## config.mk

```make
export PLATFORM = sky130hd
export DESIGN_NAME = npcl1_dist
export DESIGN_NICKNAME = d
export VERILOG_FILES = /design/src/rtl/core/npcl1_pkg.sv /design/src/rtl/core/npcl1_dist.sv
export SDC_FILE = /design/constraint.sdc
export NUM_CORES = 1
export LEC_CHECK = 0
export ABC_AREA = 1
export BUFFER_PORTS_ARGS = -buffer_cell sky130_fd_sc_hd__buf_2
export CAP_MARGIN = 20
export CORE_ASPECT_RATIO = 0.6
export CORE_MARGIN = 3
export CORE_UTILIZATION = 60
export DETAILED_ROUTE_END_ITERATION = 8
export PLACE_DENSITY_LB_ADDON = 0.25
export SLEW_MARGIN = 15
export SYNTH_ARGS = -nofsm -noshare
export SYNTH_HDL_FRONTEND = slang
export SYNTH_SLANG_ARGS = --single-unit
```

## constraint.sdc

```tcl
create_clock -name clock -period 13.19 [get_ports clock]
set_input_delay 2.638 -clock clock [delete_from_list [all_inputs] [get_ports clock]]
set_output_delay 2.638 -clock clock [all_outputs]
set_load 0.05 [all_outputs]
```

## src/rtl/core/npcl1_pkg.sv

```systemverilog
`timescale 1ns / 1ps
// ----------------------------------------------------------------------------
// npcl1_pkg
// Shared types and constants for the nearest palette color (L1) core.
// ----------------------------------------------------------------------------
package npcl1_pkg;

   // palette geometry
   localparam int PALETTE_DEPTH = 1024;
   localparam int IDX_W         = $clog2(PALETTE_DEPTH);
   localparam int CNT_W         = 11;
   localparam int CH_W          = 8;
   localparam int PIX_W         = 3 * CH_W;

   // result arithmetic
   localparam int DIST_W       = 10;
   localparam int PCT_W        = 7;
   localparam int SUM_W        = 10;
   localparam int X_W          = 17;
   localparam int RECIP_W      = 12;
   localparam int RECIP_SHIFT  = 21;
   localparam int PROD_W       = X_W + RECIP_W;

   localparam logic [DIST_W-1:0]  MAX_L1     = DIST_W'(765);
   localparam logic [6:0]         PCT_SCALE  = 7'd100;
   localparam logic [SUM_W-1:0]   DARK_LIMIT = SUM_W'(500);
   // floor(2^21 / 765): estimate is low by at most one, fixed by one compare
   localparam logic [RECIP_W-1:0] PCT_RECIP  = RECIP_W'(2741);

   // request kinds carried in req_tuser
   typedef enum logic {
      REQ_LOAD  = 1'b0,
      REQ_QUERY = 1'b1
   } npcl1_req_type;

   typedef struct packed {
      logic [CH_W-1:0] red;
      logic [CH_W-1:0] green;
      logic [CH_W-1:0] blue;
   } npcl1_pixel_type;

   // sequencer to distance unit
   typedef struct packed {
      logic             clear;
      logic             hit;
      logic [IDX_W-1:0] idx;
   } npcl1_cmp_ctrl_type;

   // running best match
   typedef struct packed {
      logic              found;
      logic [IDX_W-1:0]  idx;
      logic [DIST_W-1:0] distance;
   } npcl1_best_type;

endpackage

```

## src/rtl/core/npcl1_dist.sv

```systemverilog
`timescale 1ns / 1ps
// ----------------------------------------------------------------------------
// npcl1_dist
// Shared L1 distance and compare unit: one palette entry per cycle, keeps
// the best match, later entry wins on equal distance.
// ----------------------------------------------------------------------------
module npcl1_dist
   import npcl1_pkg::*;
(
   input  logic               clock,
   input  npcl1_cmp_ctrl_type ctrl,
   input  npcl1_pixel_type    query,
   input  npcl1_pixel_type    entry,
   output npcl1_best_type     best
);

   npcl1_best_type    best_ff;
   npcl1_best_type    best_in;
   logic [CH_W-1:0]   diff_r;
   logic [CH_W-1:0]   diff_g;
   logic [CH_W-1:0]   diff_b;
   logic [DIST_W-1:0] l1_dist;

   // per-channel absolute differences
   always_comb begin
      diff_r = (query.red >= entry.red) ? (query.red - entry.red)
                                        : (entry.red - query.red);
      diff_g = (query.green >= entry.green) ? (query.green - entry.green)
                                            : (entry.green - query.green);
      diff_b = (query.blue >= entry.blue) ? (query.blue - entry.blue)
                                          : (entry.blue - query.blue);
      l1_dist = DIST_W'(diff_r) + DIST_W'(diff_g) + DIST_W'(diff_b);
   end

   // best-match update
   always_comb begin
      best_in = best_ff;
      priority if (ctrl.clear) begin
         best_in = '0;
      end else if (ctrl.hit && (!best_ff.found || l1_dist <= best_ff.distance)) begin
         best_in.found    = 1'b1;
         best_in.idx      = ctrl.idx;
         best_in.distance = l1_dist;
      end
   end

   always_ff @(posedge clock) begin
      best_ff <= best_in;
   end

   assign best = best_ff;

endmodule

```

==> Yosys cells after proc, flatten, opt, wreduce, memory -nomap -nowiden <==
Index checks and enable logic that the tools add are counted.
{ "word_totals": {"register_bits": 21, "latchBits": 0, "ram_bits": 0, "mem_bits_ro": 0, "input_bits": 61, "output_inout_bits": 21, "word_cells": 21, "mem_count": 0} }
{ "op_classes": {"addsub": 8, "n_mul": 0, "div_mod_pow": 0, "magnitude_cmp": 4, "eq_ne": 0, "shift": 0, "n_mux": 3, "bitwise_logic": 0, "reduce_logical": 3} }
{ "ops": {"columns": ["operator", "count"], "rows": [
  ["8-bit subtractor", 6],
  ["8-bit greater-or-equal comparator", 3],
  ["8-bit 2-to-1 mux", 3],
  ["9-bit by 8-bit adder with 10-bit output", 1],
  ["10-bit less-or-equal comparator", 1],
  ["8-bit by 8-bit adder with 9-bit output", 1],
  ["1-bit logical AND", 1],
  ["1-bit logical NOT", 1],
  ["1-bit logical OR", 1]
]} }

==> Depth between registers and ports, before layout <==
{ "logic_depth": {"ltp_word": 7, "depth_mapped": 34, "depth_no_buf": 34} }

==> Least setup slack after synthesis <==
No wires, ideal clock.
{ "synth_timing": {"path_kind": "input port to flip-flop", "from": "input query[8] in the netlist's numbering", "to": "register best_ff (netlist bit best[1])", "setup_ps": 117, "arrival_time_ps": 6422, "required_time_ps": 13073, "slack_ps": 6651, "path_stages": 29, "n_path_buf": 1, "path_cell_list": "inv_1 -> ha_1 -> inv_1 -> fa_1 -> nand3_1 -> nand2_1 -> o21ai_1 -> nand2_2 -> inv_4 -> nand2_1 -> nand2_1 -> fa_1 -> ha_1 -> fa_1 -> nand2_1 -> nand3_1 -> xor2_1 -> inv_1 -> ha_1 -> nand2_1 -> nor2_1 -> nand3b_1 -> nand2_1 -> inv_1 -> nand2_4 -> buf_6 -> nand3b_1 -> nand2_1 -> nor2_1"} }
{ "synth_via": {"elab_chain_len": 7, "elab_cells_between_ends": 9, "classes_between": "add/sub: 4; order compare: 2; mux: 1; reduce/logical: 2"} }
{ "synth_lines": {"columns": ["item", "line", "rtl"], "rows": [
  ["start: declaration", "npcl1_dist.sv:12", "input npcl1_pixel_type query,"],
  ["8-bit subtractor (tied with other cells)", "npcl1_dist.sv:29", ": (entry.green - query.green);"],
  ["8-bit 2-to-1 mux *", "npcl1_dist.sv:28", "diff_g = (query.green >= entry.green) ? (query.green - entry.green)"],
  ["8-bit by 8-bit adder with 9-bit output *", "npcl1_dist.sv:32", "l1_dist = DIST_W'(diff_r) + DIST_W'(diff_g) + DIST_W'(diff_b);"],
  ["9-bit by 8-bit adder with 10-bit output *", "npcl1_dist.sv:32", null],
  ["net l1_dist[5]", "npcl1_dist.sv:22", "logic [DIST_W-1:0] l1_dist;"],
  ["10-bit less-or-equal comparator *", "npcl1_dist.sv:40", "end else if (ctrl.hit && (!best_ff.found || l1_dist <= best_ff.distance)) begin"],
  ["1-bit logical OR *", "npcl1_dist.sv:40", null],
  ["1-bit logical AND *", "npcl1_dist.sv:40", null],
  ["end signal: assignment", "npcl1_dist.sv:48", "best_ff <= best_in;"],
  ["end: declaration", "npcl1_dist.sv:17", "npcl1_best_type best_ff;"]
]} }
Mark *: on every way through the listed nets, which the timed path passes. The rest lies on a longest branch.
A chain may end at the register's enable or synchronous reset.

==> Worst setup path after layout <==
{ "layout_timing": {"from": "input query[16] in the netlist's numbering", "to": "register best_ff (netlist bit best[8])"} }
{ "layout_via": {"elab_chain_len": 7, "elab_cells_between_ends": 9, "classes_between": "add/sub: 4; order compare: 2; mux: 1; reduce/logical: 2"} }
{ "layout_lines": {"columns": ["item", "line", "rtl"], "rows": [
  ["8-bit subtractor (tied with other cells)", "npcl1_dist.sv:27", ": (entry.red - query.red);"],
  ["8-bit 2-to-1 mux *", "npcl1_dist.sv:26", "diff_r = (query.red >= entry.red) ? (query.red - entry.red)"],
  ["8-bit by 8-bit adder with 9-bit output *", "npcl1_dist.sv:32", null],
  ["9-bit by 8-bit adder with 10-bit output *", "npcl1_dist.sv:32", null],
  ["net l1_dist[8]", "npcl1_dist.sv:22", null],
  ["10-bit less-or-equal comparator", "npcl1_dist.sv:40", null],
  ["1-bit logical OR", "npcl1_dist.sv:40", null],
  ["1-bit logical AND", "npcl1_dist.sv:40", null]
]} }
Marked as above.

==> summary.md <==
| Metric | Value |
|---|---|
| Status | `finished, final reports clean` |
| Vias in the first global route | `3694` |
| Clock Skews | `0.00144 ns` |
| Ports | `82` |
| DRT iter0 DRCs | `250` |
| # hold bufs at CTS | `0` |
| Initial antenna violation count | `0` |
| Top cells by area, synth | `ha_1 19%, nand2_1 17%, inv_1 12%` |
| First-pass GRT wire length | `between 15 and 20 mm` |
| Max reg flops | `21` |
| Worst path most repeated cell | `nand2_1` |
| Synth Warn # | `0` |
| Clock root buffer | `clkbuf_16` |
| Internal Pwr Total | `approximately 0.37 mW` |
| Max-Cap Viols | `0` |
| Seq pwr share | `11.8%` |
| Final Max Slew Viols | `0` |
| Detailed Route WL | `9.54 mm` |
| Vias per cell | `between 5 and 6` |
| Overall power | `between 0.8 and 0.9 mW` |
| Vias | `4161` |
| Cell Area, Synth | `slightly above 4000 um2` |
| Final-stage net count | `868` |
| Post-Synth Adder-Cell Area | `26.1%` |
| Register area | `420 um2` |
| Clk pin slew, worst setup/hold paths | `0.06 ns` |
| Num CTS Buffers | `3` |
| Worst hold path type | `reg2reg` |
| Worst slew margin | `57.9%` |
| Post-CTS Setup Repair Bufs | `0` |
| Die width | `113 um` |
| Crit-path max cell delay | `0.52 ns` |
| Yosys reg bits | `21` |
| Count leader, synth | `nand2_1` |
| Yosys cell types | `36` |
| Crit Path Category | `in2reg` |
| CTS tree | `done` |
| Post-synth EDFFs | `0` |
| # rows | `22` |
| Achievable frequency | `0.141 GHz` |
| Min Tclk post-route | `7.12 ns` |
| Largest net degree at the start of global routing | `39` |
| Crit path required time | `13.38 ns` |
| Clock Sinks | `21` |
| Gr usage total | `23.1%` |
| Share of power burned in combinational logic | `80.8%` |
| Switching Share | `57.2%` |
| Ys flop type | `dfxtp_1` |
| Routed Antenna Nets | `0` |
| Area delta synth->final | `11.3%` |
| Core box area | `between 6000 and 7000 um2` |
| Share of layout cells above drive strength 1 | `around 14%` |
| Die height | `70.2 um` |
| Worst hold slack | `0.482 ns` |
| Initial Util | `64.5%` |
| Simple-gate share of the synthesized area | `32.1%` |
| 1st-pass router iterations | `5` |
| Async SR Flop Fraction | `0%` |
| Static Leak | `roughly 2.8 nW` |
| Critical Path Source Type | `input pin` |
| Port bufs | `81` |
| Post-synthesis area per instance | `6.22 um2` |
| Setup TNS | `0 ns` |
| CP Max Fanout | `37` |
| Post-synthesis compound-gate area fraction | `a little over a tenth` |
| RSZ-0062 raised after global routing | `false` |
| WP data arrival | `7.30 ns` |
| Cells after Synth | `662` |
| Mux share of post-synthesis cell area | `0%` |
| Largest family of logic cells by synthesized area | `simple AND/OR/NAND/NOR gates` |
| Crit path capture type | `flip-flop` |
| Top cell type's share of synthesized area | `18.8%` |
| Die ar. | `around 8000 um2` |
| WL per Instance | `11.7 um` |
| Non-Filler Instances | `813` |
| Multi-input combinational cell area | `3080 um2` |
| Reg2reg setup slack | `11.21 ns` |
| Grt ovf | `0` |
| Slowest CP cell | `fa_1` |
| DRC | `0` |
| NetSw | `0.499 mW` |
| Hold Violations, Final | `0` |
| Filler Cell Count | `556` |
| Clock Tree Buf Depth | `2` |
| Htree depth | `1` |
| Seq/Total Area, Yosys | `between 10 and 15%` |
| XOR/XNOR Fraction of Synth Area | `under 10%` |
| Clk pwr share | `7.4%` |
| # resized after CTS | `0` |
| Post-DP HPWL | `approximately 8.1 mm` |
| Area leader, netlist | `ha_1` |
| Latest clock arrival within the worst-skew pair | `0.25 ns` |
| Gpl congestion | `1.06` |
| Final setup violation count | `0` |
| Cell count after placement | `809` |
| Antenna diode count | `0` |
| Post-synth net total | `800` |
| Max VDD drop | `0.000161 V` |
| Worst-margin pin slew | `0.632 ns` |
| Most frequent cells after synthesis | `187 x nand2_1, 128 x inv_1, 62 x ha_1` |
| Cell area power density | `190 nW/um2` |
| Period utilisation layout | `54.0%` |
==> power by group through the flow <==
stage / clock network, mW / logic [mW] / registers, mW
detailed placement: 0 / 0.699 / 0.103
floorplan: 0 / 0.496 / 0.183
finish: 0.0644 / 0.706 / 0.103
global route: 0.0675 / 0.806 / 0.106
global placement: 0 / 0.675 / 0.102
CTS: 0.0647 / 0.705 / 0.102
==> final cells by class <==
| cell class | instances | share of cell area (%) |
|---|---|---|
| clock buffer | 4 | 1.72 |
| inverter | 132 | 10.9 |
| multi-input combinational | 491 | 67.1 |
| sequential | 21 | 9.17 |
| tap | 84 | 2.29 |
| timing repair buffer | 81 | 8.85 |
==> cell usage in the layout (no fill, tap or decap), drive strengths merged <==
cell    count
a21boi      2
a21o        2
a21oi      53
buf        81
clkbuf      4
dfxtp      21
fa         15
ha         62
inv       132
nand2     192
nand3      35
nand3b     15
nand4       9
nor2       48
nor3        2
o211ai      2
o21a        6
o21ai      15
o21bai      1
or2         6
xnor2       2
xor2       24
==> through the flow <==
step	util [%]	area [um2]	worst slack, ns
floorplan	-	4120	6.65
global placement	70.5	4500	5.93
global route	71.8	4580	5.63
CTS	71.8	4580	6.07
detailed placement	70.5	4500	5.87
finish	71.8	4580	6.07
==> logic make-up after synthesis <==
group,Yosys count
AND/OR/NAND/NOR,307
buffers and inverters,150
AO/OA/AOI/OAI,81
adder cells (fa/ha/maj),77
XOR/XNOR,26
flip-flops,21
==> final timing paths <==
| check | start | endpoint | cells after the start |
|---|---|---|---|
| worst max register to register | best[5]$_SDFFE_PP0P_ | best[8]$_SDFFE_PP0P_ | 12 |
| worst min register to register | best[17]$_SDFFE_PP0P_ | best[17]$_SDFFE_PP0P_ | 2 |
| worst max-delay path | query[16] | best[8]$_SDFFE_PP0P_ | 31 |
| worst min-delay path | best[17]$_SDFFE_PP0P_ | best[17]$_SDFFE_PP0P_ | 2 |
==> critical path: cells and delay by family <==
kind / cells / cell delay (ns)
buffers and inverters: 7 / 0.49
AO/OA/AOI/OAI: 4 / 0.82
AND/OR/NAND/NOR: 15 / 1.58
adder cells (fa/ha/maj): 5 / 1.74
==> routing by layer <==
metal | GRT usage, % | routed length (um)
met5 | 0 | 0
met4 | 1.20 | 8
met3 | 6.23 | 860
met2 | 36.2 | 4020
met1 | 33.4 | 4640
(Power assumes the default switching activity.)
